$ cat src/dtwr_pkg.sv
// Shared types and constants for the two-way ranging antenna delay calibrator.
// No dependencies; used by every module of the block.
package dtwr_pkg;

    localparam int unsigned RANGE_W    = 40;
    localparam int unsigned STAMP_W    = 32;
    localparam int unsigned FLIGHT_W   = 32;
    localparam int unsigned DIST_W     = 32;
    localparam int unsigned DELAY_W    = 16;
    localparam int unsigned CFG_W      = 16;
    localparam int unsigned SUM_W      = 40;
    localparam int unsigned COUNT_W    = 7;
    localparam int unsigned NUM_W      = 64;
    localparam int unsigned DEN_W      = 42;
    localparam int unsigned SCALE_P_W  = FLIGHT_W + CFG_W;
    localparam int unsigned GPROD_W    = SUM_W + CFG_W;
    localparam int unsigned FIFO_DEPTH = 2;

    localparam int unsigned ADDR_W     = 5;
    localparam int unsigned PDATA_W    = 32;
    localparam int unsigned S_TDATA_W  = 2 * RANGE_W + 3 * STAMP_W;
    localparam int unsigned M_TDATA_W  = FLIGHT_W + DIST_W + 2 * DELAY_W;
    localparam int unsigned M_TUSER_W  = 2;

    localparam int unsigned SAMPLES_DEFAULT = 10;

    localparam logic [CFG_W-1:0] CALIB_RESET   = 16'd0;
    localparam logic [CFG_W-1:0] SCALE_RESET   = 16'd30738;
    localparam logic [CFG_W-1:0] GAIN_RESET    = 16'd491;
    localparam logic [CFG_W-1:0] TX_INIT_RESET = 16'd16436;
    localparam logic [CFG_W-1:0] RX_INIT_RESET = 16'd16436;

    // Register indexes (byte address / 4).
    localparam logic [2:0] REG_CALIB_DIST  = 3'd0;
    localparam logic [2:0] REG_DIST_SCALE  = 3'd1;
    localparam logic [2:0] REG_OFFSET_GAIN = 3'd2;
    localparam logic [2:0] REG_TX_INIT     = 3'd3;
    localparam logic [2:0] REG_RX_INIT     = 3'd4;

    // One classified exchange as it waits in the queue.
    typedef struct packed {
        logic                   exchange_ok;
        logic [RANGE_W-1:0]     round_one;
        logic [RANGE_W-1:0]     reply_one;
        logic [STAMP_W-1:0]     round_two;
        logic [STAMP_W-1:0]     reply_two;
    } xchg_t;

    // Delay register loads caused by configuration writes.
    typedef struct packed {
        logic               tx_load;
        logic               rx_load;
        logic [CFG_W-1:0]   value;
    } delay_load_t;

endpackage

$ cat src/dtwr_front.sv
// Input side: accepts exchange transactions and forms the local round and reply intervals.
// Depends on dtwr_pkg; feeds dtwr_fifo.
module dtwr_front (
    input  logic                               aclk,
    input  logic                               aresetn,
    input  logic                               s_axis_tvalid,
    output logic                               s_axis_tready,
    // round_one[39:0], reply_one[79:40], poll_rx_time[111:80],
    // resp_tx_time[143:112], final_rx_time[175:144]
    input  logic [dtwr_pkg::S_TDATA_W-1:0]     s_axis_tdata,
    // exchange_ok[0]
    input  logic                               s_axis_tuser,
    output logic                               push,
    output dtwr_pkg::xchg_t                    push_data,
    input  logic                               push_ready
);

    localparam int unsigned RW = dtwr_pkg::RANGE_W;
    localparam int unsigned TW = dtwr_pkg::STAMP_W;

    dtwr_pkg::xchg_t hold_reg;
    logic            hold_valid_reg;
    logic            accept;
    logic [TW-1:0]   poll_rx_time;
    logic [TW-1:0]   resp_tx_time;
    logic [TW-1:0]   final_rx_time;

    assign poll_rx_time  = s_axis_tdata[2*RW +: TW];
    assign resp_tx_time  = s_axis_tdata[2*RW+TW +: TW];
    assign final_rx_time = s_axis_tdata[2*RW+2*TW +: TW];

    assign s_axis_tready = !hold_valid_reg || push_ready;
    assign accept        = s_axis_tvalid && s_axis_tready;
    assign push          = hold_valid_reg;
    assign push_data     = hold_reg;

    always_ff @(posedge aclk) begin
        if (!aresetn) begin
            hold_valid_reg <= 1'b0;
        end else if (accept) begin
            hold_valid_reg <= 1'b1;
        end else if (push_ready) begin
            hold_valid_reg <= 1'b0;
        end
    end

    // Local intervals wrap at 32 bits.
    always_ff @(posedge aclk) begin
        if (accept) begin
            hold_reg.exchange_ok <= s_axis_tuser;
            hold_reg.round_one   <= s_axis_tdata[0 +: RW];
            hold_reg.reply_one   <= s_axis_tdata[RW +: RW];
            hold_reg.round_two   <= final_rx_time - resp_tx_time;
            hold_reg.reply_two   <= resp_tx_time - poll_rx_time;
        end
    end

endmodule

$ cat config.mk
export PLATFORM = sky130hd
export DESIGN_NAME = dtwr_front
export DESIGN_NICKNAME = d
export VERILOG_FILES = /design/src/dtwr_pkg.sv /design/src/dtwr_front.sv
export SDC_FILE = /design/constraint.sdc
export NUM_CORES = 1
export LEC_CHECK = 0
export ABC_AREA = 1
export BUFFER_PORTS_ARGS = -buffer_cell sky130_fd_sc_hd__buf_2
export CAP_MARGIN = 20
export CELL_PAD_IN_SITES_DETAIL_PLACEMENT = 1
export CELL_PAD_IN_SITES_GLOBAL_PLACEMENT = 1
export CORE_MARGIN = 2
export CORE_UTILIZATION = 35
export CTS_CLUSTER_SIZE = 8
export DETAILED_ROUTE_END_ITERATION = 10
export PLACE_DENSITY = 0.91
export SLEW_MARGIN = 25
export SYNTH_ARGS = -nofsm -noshare
export SYNTH_HDL_FRONTEND = slang
export SYNTH_SLANG_ARGS = --single-unit
$ cat constraint.sdc
create_clock -name aclk -period 11.4 [get_ports aclk]
set_clock_uncertainty 0.2 [all_clocks]
set_input_delay 2.28 -clock aclk [delete_from_list [all_inputs] [get_ports aclk]]
set_output_delay 2.28 -clock aclk [all_outputs]
set_load 0.02 [all_outputs]
# Yosys cells after proc, flatten, opt, wreduce, memory -nomap -nowiden
# Cells that the tools add are included.
# classes
add_sub_neg	2
n_mul	0
n_div	0
magnitude_cmp	0
eq_ne	0
n_shift	0
muxes	2
bitwise_logic	0
n_reduce_logical	4
# op_table
cell	n
32-bit subtractor	2
1-bit two-way mux	2
2-bit nonzero test	1
1-bit logical AND	1
1-bit logical NOT	1
1-bit logical OR	1
# totals
reg_bits	146
latchBits	0
mem_bits_rw	0
rom_bits	0
inputBits	181
out_inout_bits	147
n_memories	0

# Logic depth before layout (Yosys ltp)
# depth
depth_word	4
mapped_depth	13
ltp_nobuf	13

# Worst setup path before layout
# No wires, ideal clock.
# synth_path
path_kind	input-to-reg
from	in s_axis_tvalid
to	reg hold_reg, in the netlist push_data[0] (enable)
setup_time_ps	698
arrival_time_ps	9293
required_ps	10502
setup_slack_ps	1210
cell_stages	2
path_buffers	0
path_cell_list	inv_1 a21oi_1
# synth_between
elab_chain_cells	1
# synth_lines
element	line	text
start, declared	dtwr_front.sv:6	input logic s_axis_tvalid,
1-bit logical AND	dtwr_front.sv:33	assign accept = s_axis_tvalid && s_axis_tready;
named net accept	dtwr_front.sv:23	logic accept;
end, declared	dtwr_front.sv:21	dtwr_pkg::xchg_t hold_reg;
# The timed path passes the listed nets, and every way through them passes these cells.
# A chain may end at the register's enable or synchronous reset.

# Final worst setup path
# layout_path
from	in push_ready
to	out s_axis_tready
# layout_between
elab_chain_cells	1
# layout_lines
element	line	text
start, declared	dtwr_front.sv:15	input logic push_ready
1-bit logical OR	dtwr_front.sv:32	assign s_axis_tready = !hold_valid_reg || push_ready;
end, declared	dtwr_front.sv:7	output logic s_axis_tready,
# No other way between the ends.

==> qor.yml <==
logic_synthesis:
  postSynthAreaPerCell_um2: 7.707
  post-synth-top-area-fraction_pct: 46.34
  yosys-top-cells-count: "460 x sky130_fd_sc_hd__nand2_1, 298 x sky130_fd_sc_hd__inv_1, 145 x sky130_fd_sc_hd__edfxtp_1"
  synth.ff_latch_count: 146
  async_sr_flop_fraction_pct: 0
  synth_cell_type_count: 26
  synth_top_cell_by_area: "sky130_fd_sc_hd__edfxtp_1"
  synth-main-ff-cell: "sky130_fd_sc_hd__edfxtp_1"
  syn_area_um2: 9395
  post_synth_edffs: 145
  yosysWarnings: 0
  synth-seq-area-share_pct: 46.56
  synth_fp_nets: 1464
  synth_cells: 1219
  post-synth-top-count-cell: "sky130_fd_sc_hd__nand2_1"
  netlist_top_cells_area: "sky130_fd_sc_hd__edfxtp_1 46%, sky130_fd_sc_hd__nand2_1 18%, sky130_fd_sc_hd__inv_1 12%"
cells_and_area:
  nFillCells: 3368
  finish.net_count: 1811
  register_area_um2: 4374
  drive_above_1_share_pct: 24.45
  syn2layout_area_growth_pct: 28.43
  multi_input_gate_area_um2: 3902
worst_setup_path:
  critical_path.slowest_cell: "sky130_fd_sc_hd__buf_2"
  critPathMaxStageDelay_ns: 0.17
  critical-path-top-delay-family: "buffers and inverters"
  cpMostUsedCell: "sky130_fd_sc_hd__buf_2"
  cp.required_ns: 8.92
  worstPathCellList: "buf_2 -> inv_1 -> nand2_1 -> buf_2"
  crit_path_start_kind: "input pin"
  arrival_ns: 2.74
  worst-setup-path-type: "in -> out"
  startpoint_of_the_lowest_slack_register_to_register_path: "push$_SDFFE_PN0P_"
  capture_instance_of_the_worst_register_to_register_path: "push_data[45]$_DFFE_PP_"
  worst_setup_path_end_kind: "primary output"
  reg2reg_setup_slack_ns: 8.94
  crit_buf_inv: 3
  worst-r2r-cell-count: 2
  worst-path-max-fanout: 2
floorplanning:
  chipHeight_um: 167.8
  floorplan.io_pins: 328
  design.core.area_um2: 26210
  floorplan.rows: 59
  fp.dieArea_um2: 28170
  die-width_um: 167.8
  initial_utilization_pct: 35.85
routing:
  post_detailed_route_drc_marker_count: 0
  vias_per_cell: 4.710
  vias: 9067
  totalWireLength_um: 35680
  avgRoutedWirePerCell_um: 18.54
  drt_pre_antenna_iters: 5
  drt_first_iter_violations: 447
  ant_nets: 0
global_routing:
  grt_first_pass_wirelength_um: 52860
  grt_pass1_vias: 9535
  grt_antenna_before_repair: 11
  maximum_number_of_pins_on_one_net_before_global_route_repair: 83
  grtUsageTotal_pct: 24.82
  gr-total-overflow: 0
clocking:
  cts_setup_buffers: 0
  ctsRootBufferMaster: "sky130_fd_sc_hd__clkbuf_16"
  cts_repair_resize_count: 0
  cts_hold_repair.buffers: 0
  clock_tree_from_tritoncts: "yes"
  tritoncts_num_sinks: 146
  number_of_clock_buffers_inserted_by_tritoncts: 17
  cts.clk_slew.worst_paths_ns: 0.07
  worst_skew_pair.late_latency_ns: 0.44
  clock_path_buffers: 2
  h-tree-depth: 4
run:
  maximum_capacitance_violations: 0
timing:
  peak_clock_frequency_supported_by_timing_mhz: 191.5
  setup_violations: 0
  timing.final.crit_share_pct: 45.80
  min_period_ns: 5.221
  worst_hold_slack_ns: 0.4038
  slew-limit-headroom_pct: 35.15
  rsz0062_at_grt: "no"
  hold_viol_final: 0
  timing.final.max_slew_violations: 0
  setup_tns_ns: 0
  worst_pin_slew_ns: 0.9705
power_and_ir_drop:
  p_leak_nw: 6.838
  powerDensity_nw_per_um2: 137.6
  maximum_resistive_drop_on_vdd_uv: 93.97
min_path:
  worst_hold_path.num_cells: 2
  min_from: "push$_SDFFE_PN0P_"
  hold_class: "reg -> reg"
  holdPathEnd: "push$_SDFFE_PN0P_"
placement:
  gp_congestion: 0.8671
  detailed_place_hpwl_um: 29210
  port-buffer-count: 327
run_status:
  run_status: "complete, no violations"
## metal layers
metal,global-route usage (%),part of all wire [%],up-vias
met5,0,0.036,-
met3,4.560,5.6,54
li1,-,-,4444
met2,46.07,52,290
met1,27.75,39,4277
met4,10.74,3.4,2
## stage by stage
step	power [W]	setup slack [ns]	util (%)	std cells	instance area [um^2]
after floorplan	0.0009471	1.210	-	1219	9395
after global placement	0.001083	6.186	43.77	1882	11470
after detailed placement	0.001104	6.186	43.77	1882	11470
after CTS	0.001666	6.183	45.93	1914	12040
after global routing	0.001739	6.158	46.03	1924	12060
final	0.001660	6.179	46.04	1925	12070
## cells in the final DEF (no fill, tap or decap), types with 2 or more instances in the layout
cell type	Yosys	final
sky130_fd_sc_hd__inv_6	0	5
sky130_fd_sc_hd__buf_2	0	327
sky130_fd_sc_hd__nand3_1	51	51
sky130_fd_sc_hd__inv_8	0	3
sky130_fd_sc_hd__nand2_1	460	460
sky130_fd_sc_hd__clkinv_4	0	3
sky130_fd_sc_hd__fa_1	2	2
sky130_fd_sc_hd__nand3_2	2	2
sky130_fd_sc_hd__o21bai_1	4	4
sky130_fd_sc_hd__nand2_2	14	14
sky130_fd_sc_hd__ha_1	62	62
sky130_fd_sc_hd__nor3_1	4	4
sky130_fd_sc_hd__a21o_1	2	2
sky130_fd_sc_hd__xor2_1	27	27
sky130_fd_sc_hd__xnor2_1	3	3
sky130_fd_sc_hd__edfxtp_1	145	145
sky130_fd_sc_hd__nor2_1	78	78
sky130_fd_sc_hd__nand4_1	10	10
sky130_fd_sc_hd__o21bai_2	2	2
sky130_fd_sc_hd__nor2_2	3	3
sky130_fd_sc_hd__inv_1	298	298
sky130_fd_sc_hd__clkbuf_16	0	17
sky130_fd_sc_hd__clkinvlp_4	0	2
sky130_fd_sc_hd__a21oi_1	43	42
sky130_fd_sc_hd__and2_1	2	2
sky130_fd_sc_hd__diode_2	0	11
## sequential cells by signal (all words and copies together) (netlist names)
signal and count:
push_data 145, push 1
## logic make-up (layout without fill, tap and decap cells)
kind of cell / Yosys count / in the layout / share of synthesized area, %
XOR/XNOR: 30 / 30 / 2.797
other: 0 / 11 / 0
adder cells (fa/ha/maj): 64 / 64 / 8.683
flip-flops: 146 / 146 / 46.56
buffers and inverters: 300 / 660 / 12.03
AND/OR/NAND/NOR: 626 / 626 / 26.75
AO/OA/AOI/OAI: 53 / 53 / 3.183
## worst register-to-register path, stage by stage (launching register included)
cell and delay [ns]:
sky130_fd_sc_hd__dfxtp_1 0.36, sky130_fd_sc_hd__a21oi_4 0.78, sky130_fd_sc_hd__buf_6 0.70
## area by class of cell
class / instances / area share, %
multi-input cells: 773 / 32.34
clock buffers: 17 / 3.526
repair buffers: 329 / 13.72
diodes: 11 / 0.2281
flip-flops and latches: 146 / 36.25
clock inverters: 15 / 1.161
well taps: 335 / 3.474
inverters: 299 / 9.301
## where the power goes
part | switching [W] | internal [W] | leakage, nW
clock network | 0.000276 | 0.000289 | 0.274
logic | 0.000287 | 0.000138 | 5.15
registers | 0.0000160 | 0.000654 | 1.41
total | 0.000579 | 0.00108 | 6.84
## worst max-delay path by stage
| stage | start | endpoint | slack, ns | cells after the start |
|---|---|---|---|---|
| after floorplan | s_axis_tvalid | push_data[0]$_DFFE_PP_ | 1.21 | 2 |
| after global placement | push_ready | s_axis_tready | 6.19 | 4 |
| after detailed placement | push_ready | s_axis_tready | 6.19 | 4 |
| after CTS | push_ready | s_axis_tready | 6.18 | 4 |
| after global routing | push_ready | s_axis_tready | 6.16 | 4 |
| final | push_ready | s_axis_tready | 6.18 | 4 |
(Power assumes the default switching activity.)
