<file path="src/dtwr_pkg.sv">
// Shared types and constants for the two-way ranging antenna delay calibrator.
// No dependencies; used by every module of the block.
package dtwr_pkg;

    localparam int unsigned RANGE_W    = 40;
    localparam int unsigned STAMP_W    = 32;
    localparam int unsigned FLIGHT_W   = 32;
    localparam int unsigned DIST_W     = 32;
    localparam int unsigned DELAY_W    = 16;
    localparam int unsigned CFG_W      = 16;
    localparam int unsigned SUM_W      = 40;
    localparam int unsigned COUNT_W    = 7;
    localparam int unsigned NUM_W      = 64;
    localparam int unsigned DEN_W      = 42;
    localparam int unsigned SCALE_P_W  = FLIGHT_W + CFG_W;
    localparam int unsigned GPROD_W    = SUM_W + CFG_W;
    localparam int unsigned FIFO_DEPTH = 2;

    localparam int unsigned ADDR_W     = 5;
    localparam int unsigned PDATA_W    = 32;
    localparam int unsigned S_TDATA_W  = 2 * RANGE_W + 3 * STAMP_W;
    localparam int unsigned M_TDATA_W  = FLIGHT_W + DIST_W + 2 * DELAY_W;
    localparam int unsigned M_TUSER_W  = 2;

    localparam int unsigned SAMPLES_DEFAULT = 10;

    localparam logic [CFG_W-1:0] CALIB_RESET   = 16'd0;
    localparam logic [CFG_W-1:0] SCALE_RESET   = 16'd30738;
    localparam logic [CFG_W-1:0] GAIN_RESET    = 16'd491;
    localparam logic [CFG_W-1:0] TX_INIT_RESET = 16'd16436;
    localparam logic [CFG_W-1:0] RX_INIT_RESET = 16'd16436;

    // Register indexes (byte address / 4).
    localparam logic [2:0] REG_CALIB_DIST  = 3'd0;
    localparam logic [2:0] REG_DIST_SCALE  = 3'd1;
    localparam logic [2:0] REG_OFFSET_GAIN = 3'd2;
    localparam logic [2:0] REG_TX_INIT     = 3'd3;
    localparam logic [2:0] REG_RX_INIT     = 3'd4;

    // One classified exchange as it waits in the queue.
    typedef struct packed {
        logic                   exchange_ok;
        logic [RANGE_W-1:0]     round_one;
        logic [RANGE_W-1:0]     reply_one;
        logic [STAMP_W-1:0]     round_two;
        logic [STAMP_W-1:0]     reply_two;
    } xchg_t;

    // Delay register loads caused by configuration writes.
    typedef struct packed {
        logic               tx_load;
        logic               rx_load;
        logic [CFG_W-1:0]   value;
    } delay_load_t;

endpackage

</file>
<file path="src/dtwr_fifo.sv">
// Short queue of classified exchanges between the input side and the compute engine.
// Depends on dtwr_pkg for the entry type and depth.
module dtwr_fifo (
    input  logic             aclk,
    input  logic             aresetn,
    input  logic             push,
    input  dtwr_pkg::xchg_t  push_data,
    output logic             push_ready,
    input  logic             pop,
    output dtwr_pkg::xchg_t  head,
    output logic             head_valid
);

    localparam int unsigned DEPTH = dtwr_pkg::FIFO_DEPTH;
    localparam int unsigned PTR_W = (DEPTH > 1) ? $clog2(DEPTH) : 1;
    localparam int unsigned CNT_W = $clog2(DEPTH + 1);

    dtwr_pkg::xchg_t  mem_reg [DEPTH];
    logic [PTR_W-1:0] wr_ptr_reg;
    logic [PTR_W-1:0] rd_ptr_reg;
    logic [CNT_W-1:0] count_reg;
    logic             push_ok;
    logic             pop_ok;

    assign push_ready = (count_reg != CNT_W'(DEPTH));
    assign head_valid = (count_reg != '0);
    assign push_ok    = push && push_ready;
    assign pop_ok     = pop && head_valid;
    assign head       = mem_reg[rd_ptr_reg];

    always_ff @(posedge aclk) begin
        if (!aresetn) begin
            wr_ptr_reg <= '0;
            rd_ptr_reg <= '0;
            count_reg  <= '0;
        end else begin
            if (push_ok) begin
                wr_ptr_reg <= (wr_ptr_reg == PTR_W'(DEPTH - 1)) ? '0 : wr_ptr_reg + 1'b1;
            end
            if (pop_ok) begin
                rd_ptr_reg <= (rd_ptr_reg == PTR_W'(DEPTH - 1)) ? '0 : rd_ptr_reg + 1'b1;
            end
            if (push_ok && !pop_ok) begin
                count_reg <= count_reg + 1'b1;
            end else if (pop_ok && !push_ok) begin
                count_reg <= count_reg - 1'b1;
            end
        end
    end

    always_ff @(posedge aclk) begin
        if (push_ok) begin
            mem_reg[wr_ptr_reg] <= push_data;
        end
    end

    a_count_bound: assert property (@(posedge aclk) disable iff (!aresetn)
        count_reg <= CNT_W'(DEPTH))
        else $error("queue fill count exceeds its depth");

    a_pop_nonempty: assert property (@(posedge aclk) disable iff (!aresetn)
        pop |-> count_reg != '0)
        else $error("queue popped while empty");

endmodule

</file>
<file path="config.mk">
export PLATFORM = sky130hd
export DESIGN_NAME = dtwr_fifo
export DESIGN_NICKNAME = d
export VERILOG_FILES = /design/src/dtwr_pkg.sv /design/src/dtwr_fifo.sv
export SDC_FILE = /design/constraint.sdc
export NUM_CORES = 1
export LEC_CHECK = 0
export BUFFER_PORTS_ARGS = -buffer_cell sky130_fd_sc_hd__buf_2
export CORE_ASPECT_RATIO = 1.2
export CORE_UTILIZATION = 56
export CTS_BUF_LIST = sky130_fd_sc_hd__clkbuf_16
export CTS_CLUSTER_SIZE = 12
export DETAILED_ROUTE_END_ITERATION = 7
export PLACE_DENSITY = 0.95
export SYNTH_ARGS = -nofsm -noshare
export SYNTH_HDL_FRONTEND = slang
export SYNTH_SLANG_ARGS = --single-unit
</file>
<file path="constraint.sdc">
create_clock -name aclk -period 7.78 [get_ports aclk]
set_input_delay 0.778 -clock aclk [delete_from_list [all_inputs] [get_ports aclk]]
set_output_delay 0.778 -clock aclk [all_outputs]
set_load 0.05 [all_outputs]
</file>
; Word-level counts from Yosys, hierarchy flattened
; Memories as Yosys holds them, arrays and structs flattened. A register that Yosys moved wholly into a read port is not among the register bits.
; Index checks and enable logic that the tools add are counted.
[op_classes]
n_addsub = 4
eq_ne = 1
n_mux = 8
n_reduce_logical = 8
[ops]
columns = cell, n
row1 = 1-bit two-way mux, 6
row2 = 1-bit logical AND, 4
row3 = 2-bit two-way mux, 2
row4 = 2-bit nonzero test, 2
row5 = 1-bit adder (second input constant), 2
row6 = 2-bit by 1-bit adder with 2-bit output (second input constant), 1
row7 = 1-bit logical NOT, 2
row8 = 2-bit inequality test (second input constant), 1
row9 = 2-bit by 1-bit subtractor with 2-bit output (second input constant), 1
[totals]
register_bits = 4
ram_bits = 290
in_bits = 149
out_inout_bits = 147
word_cells = 25
mem_count = 1
[memory_table]
columns = name, words, word_bits, rd, rd_clocked_by_memory_dff, write_ports, line_no
row1 = mem_reg, 2, 145, 1, 1, 1, dtwr_fifo.sv:18  ; dtwr_pkg::xchg_t mem_reg [DEPTH];

; Longest topological paths before layout
[logic_depth]
ltp_word = 6
depth_mapped = 6
mapped_depth_nobuf = 6

; Worst setup path after synthesis
; Ideal clock, no wire load.
[synth_timing]
kind = input to register
start = input port push
end = memory mem_reg[1][0] (netlist name), enable pin
setup_time_ns = 0.523
arrival_ns = 4.158
required_ns = 7.257
path_slack_ns = 3.100
stages = 1
n_path_buf = 0
cell_sequence = and3_1
[synth_between]
elab_chain_len = 3
[synth_rtl]
columns = item, line_no
row1 = from (decl), dtwr_fifo.sv:6  ; input logic push,
row2 = 1-bit logical AND, dtwr_fifo.sv:27  ; assign push_ok = push && push_ready;
row3 = 1-bit two-way mux, dtwr_fifo.sv:52  ; if (push_ok) begin
row4 = 1-bit two-way mux (not written as such), dtwr_fifo.sv:53  ; mem_reg[wr_ptr_reg] <= push_data;
row5 = to (decl), dtwr_fifo.sv:18
; Every way passes these cells.

==> out/results.env <==
FINAL_NET_COUNT=939
YOSYS.AREA_SHARE.XOR_XNOR=0.002412
FINAL_ESTIMATED_ROUTING_CONGESTION_IN_GLOBAL_PLACEMENT=0.7458
TIMING.FINAL.WS_SETUP_PS=4483
FINAL.HOLD.WORST_SLACK_PS=428.3
POWER.NET_SWITCHING_mW=1.867
REQUIRED_PS=7000
DRTPASS1ITERATIONS=4
CRITPATHMAXFANOUT=65
STARTPOINT_TYPE='flip-flop'
YS_ASYNC_SR_FRACTION=0
COMBPWRFRAC=0.355
CHIPWIDTH_UM=129.3
BUFFER_PORTS.INSERTED=295
POST_DRT_VIA_CELL_RATIO=5.097
LAYOUT.CELLS.NON_FILLER=1067
CLK_PATH_BUF_DEPTH=3
GRT_MAX_DEGREE=78
FINAL.SETUP.TNS_PS=0
ROUTED-VIA-COUNT=5439
CLOCK_POWER_SHARE=0.241
SYNTHESIS.AREA_PER_INSTANCE_UM2=22.94
CRITICAL_PATH_CAPTURE_POINT_TYPE='primary output'
DIE_AREA_MM2=0.02002
POST_SYNTH_FA_HA_MAJ_AREA_FRACTION=0.001148
GLOBAL_ROUTE_OVERFLOW=0
WL_MM=20.48
DESIGN.PORTCOUNT=296
PLACE_INST=1014
SYNTHCELLS=475
TRITONCTS='done'
MIN_PERIOD_PS=3297
RELSLEWSLACK=0.2993
FINAL.SETUP_SKEW_PS=15.83
FINAL-MAX-SLEW-VIOLATION-COUNT=0
LARGEST_REG_FLOPS=290
DETAILEDROUTE.FIRSTITERATIONVIOLATIONS=396
FIRST_PASS_GRT_WIRE_LENGTH_MM=30.13
VDD_IR_DROP_MAX_mV=0.3491
FINALSETUPVIOLATIONS=0
TIMING.HOLD.WORST.CLASS='in -> reg'
SYNTH_AREA_IN_COMPOUND_GATES=0.003215
WORST-SETUP-PATH-TYPE='reg -> out'
STATUS='finished, final reports clean'
YOSYSUNIQUECELLTYPES=21
FILL_CELLS=1120
CTS_MADE_BUFFERS=29
FINAL_CORE_UTIL=0.7110
PATH_CLK_SLEW_PS=60
CTS_NUM_SINKS=295
SYNTH_LARGEST_TYPE_AREA_FRACTION=0.7993
SYNTH.AREA.TOP_CELLS='sky130_fd_sc_hd__edfxtp_1, sky130_fd_sc_hd__mux2_2, sky130_fd_sc_hd__mux2_4'
ROUTE.ANTENNA.REMAINING_NETS=0
FRACTION_OF_POWER_SPENT_SWITCHING_NETS=0.3680
AVGROUTEDWIREPERCELL_UM=19.20
NETLIST_TOP_CELLS_COUNT='sky130_fd_sc_hd__edfxtp_1, sky130_fd_sc_hd__mux2_2, sky130_fd_sc_hd__mux2_4, sky130_fd_sc_hd__buf_2, sky130_fd_sc_hd__buf_6'
DETAIL_ROUTE.DRC_VIOLATIONS=0
INTERNAL-POWER_mW=3.206
POWER.SEQUENTIAL.FRACTION=0.404
GRT_PASS1_VIAS=5763
ANTENNA_FOUND_INITIAL=3
HOLD_VIOLATIONS=0
YOSYSMOSTFREQUENTCELL='sky130_fd_sc_hd__edfxtp_1'
SHARE_OF_LAYOUT_CELLS_ABOVE_DRIVE_STRENGTH_1=0.5973
POSTSYNTH.TOPFLOPCELL='sky130_fd_sc_hd__edfxtp_1'
WORSTSKEWPAIRLATENCY_PS=530
DIE_Y_UM=154.8
P_LEAK_nW=5.165
YOSYSWARNINGS=0
WORSTPATHARRIVAL_PS=2520
SYNTH.FF_LATCH_COUNT=295
GRT.TOTAL_USAGE=0.2020
TIGHTEST_SLEW_PS=1051
FINALCRITPERIODSHARE=0.4238
CTS_RESIZED=0
POST-CTS-SETUP-BUFFERS=0
SYNTH_SIMPLE_GATE_AREA_SHARE=0.005972
CAP_VIOLATIONS=0
HPWLAFTERDP_MM=13.42
GRT_SETUP_UNREPAIRED='no'
CELLPOWERDENSITY_mW_PER_MM2=377.0
SYNTH_ENABLE_FLOP_CELLS=290
POST_SYNTH_MUX_AREA_SHARE=0.1671
HTREEDEPTH=1
SYNTH_NETS=625
CLOCKROOTBUFFER='sky130_fd_sc_hd__clkbuf_16'
LARGEST_FAMILY_OF_LOGIC_CELLS_BY_SYNTHESIZED_AREA='multiplexers'
PLACE_WS_PS=4668
NUM_ROWS=55
SYNTH_SEQUENTIAL_AREA_RATIO=0.8085
CLOCK.FMAX_GHz=0.3033
NETLIST_AREA_MM2=0.01090
AREA_GROWTH_PCT=23.50
FP.COREAREA_MM2=0.01892
CTS-HOLD-FIX-BUFFERS=0
INITIAL_STANDARD_CELL_UTILIZATION_OF_THE_CORE=0.5757
SYNTHDOMINANTAREACELLTYPE='sky130_fd_sc_hd__edfxtp_1'
==> cell type report <==
class,instances,area [µm²],area share
clock buffers,29,725.7,0.05393
inverters,1,8.758,0.0006509
flip-flops and latches,295,8812,0.6549
well taps,256,320.3,0.02381
multi-input cells,163,1964,0.1460
repair buffers,299,1506,0.1120
clock inverters,20,107.6,0.007997
diodes,4,10.01,0.0007439
==> cell families (layout without fill, tap and decap cells) <==
kind of cell | Yosys count | after routing
XOR/XNOR | 3 | 3
other | 0 | 4
AND/OR/NAND/NOR | 9 | 9
adder cells (fa/ha/maj) | 1 | 1
flip-flops | 295 | 295
buffers and inverters | 17 | 349
multiplexers | 145 | 145
AO/OA/AOI/OAI | 5 | 5
==> metal layers <==
layer | vias to the layer above | share of wire | global-route usage
li1 | 2521 | - | -
met1 | 2635 | 0.35 | 0.2114
met2 | 245 | 0.54 | 0.3725
met3 | 38 | 0.080 | 0.06261
met4 | 0 | 0.023 | 0.07787
met5 | - | 0 | 0
==> worst paths after layout <==
kind | from | endpoint | slack [ps] | cells after the start
hold reg to reg | rd_ptr_reg | flip-flop | 600 | 2
setup reg to reg | count_reg[0] | mem_reg[1][45] | 4960 | 3
hold / removal | push_data[21] | mem_reg[0][21] | 430 | 1
setup / recovery | flip-flop | head[38] | 4480 | 3
==> per-stage QoR <==
stage | instance area, µm² | power [mW]
2_1_floorplan | 10900 | 3.554
3_3_place_gp | 12610 | 3.848
3_5_place_dp | 12610 | 3.890
4_1_cts | 13450 | 5.118
5_1_grt | 13450 | 5.248
6_report | 13460 | 5.072
==> cell usage in the layout (no fill, tap or decap), types with 2 or more instances in the layout <==
cell type / n
sky130_fd_sc_hd__buf_2: 295
sky130_fd_sc_hd__inv_6: 2
sky130_fd_sc_hd__edfxtp_1: 290
sky130_fd_sc_hd__and2_1: 4
sky130_fd_sc_hd__clkbuf_16: 29
sky130_fd_sc_hd__mux2_2: 95
sky130_fd_sc_hd__dfxtp_1: 4
sky130_fd_sc_hd__mux2_4: 50
sky130_fd_sc_hd__diode_2: 4
sky130_fd_sc_hd__xnor2_1: 2
sky130_fd_sc_hd__buf_4: 4
sky130_fd_sc_hd__inv_1: 17
==> critical path: stages, from the launching register on <==
cell                      delay, ps
sky130_fd_sc_hd__dfxtp_4        450
sky130_fd_sc_hd__buf_4          810
sky130_fd_sc_hd__mux2_2         440
sky130_fd_sc_hd__buf_2          220
==> power groups by stage <==
stage | clock network (mW) | logic, mW | registers, mW
after floorplan | 0 | 1.47 | 2.08
after global placement | 0 | 1.78 | 2.06
after detailed placement | 0 | 1.81 | 2.08
after CTS | 1.25 | 1.82 | 2.05
after global routing | 1.30 | 1.88 | 2.07
final | 1.22 | 1.80 | 2.05
Note: power is estimated with default switching activity, not from simulation.
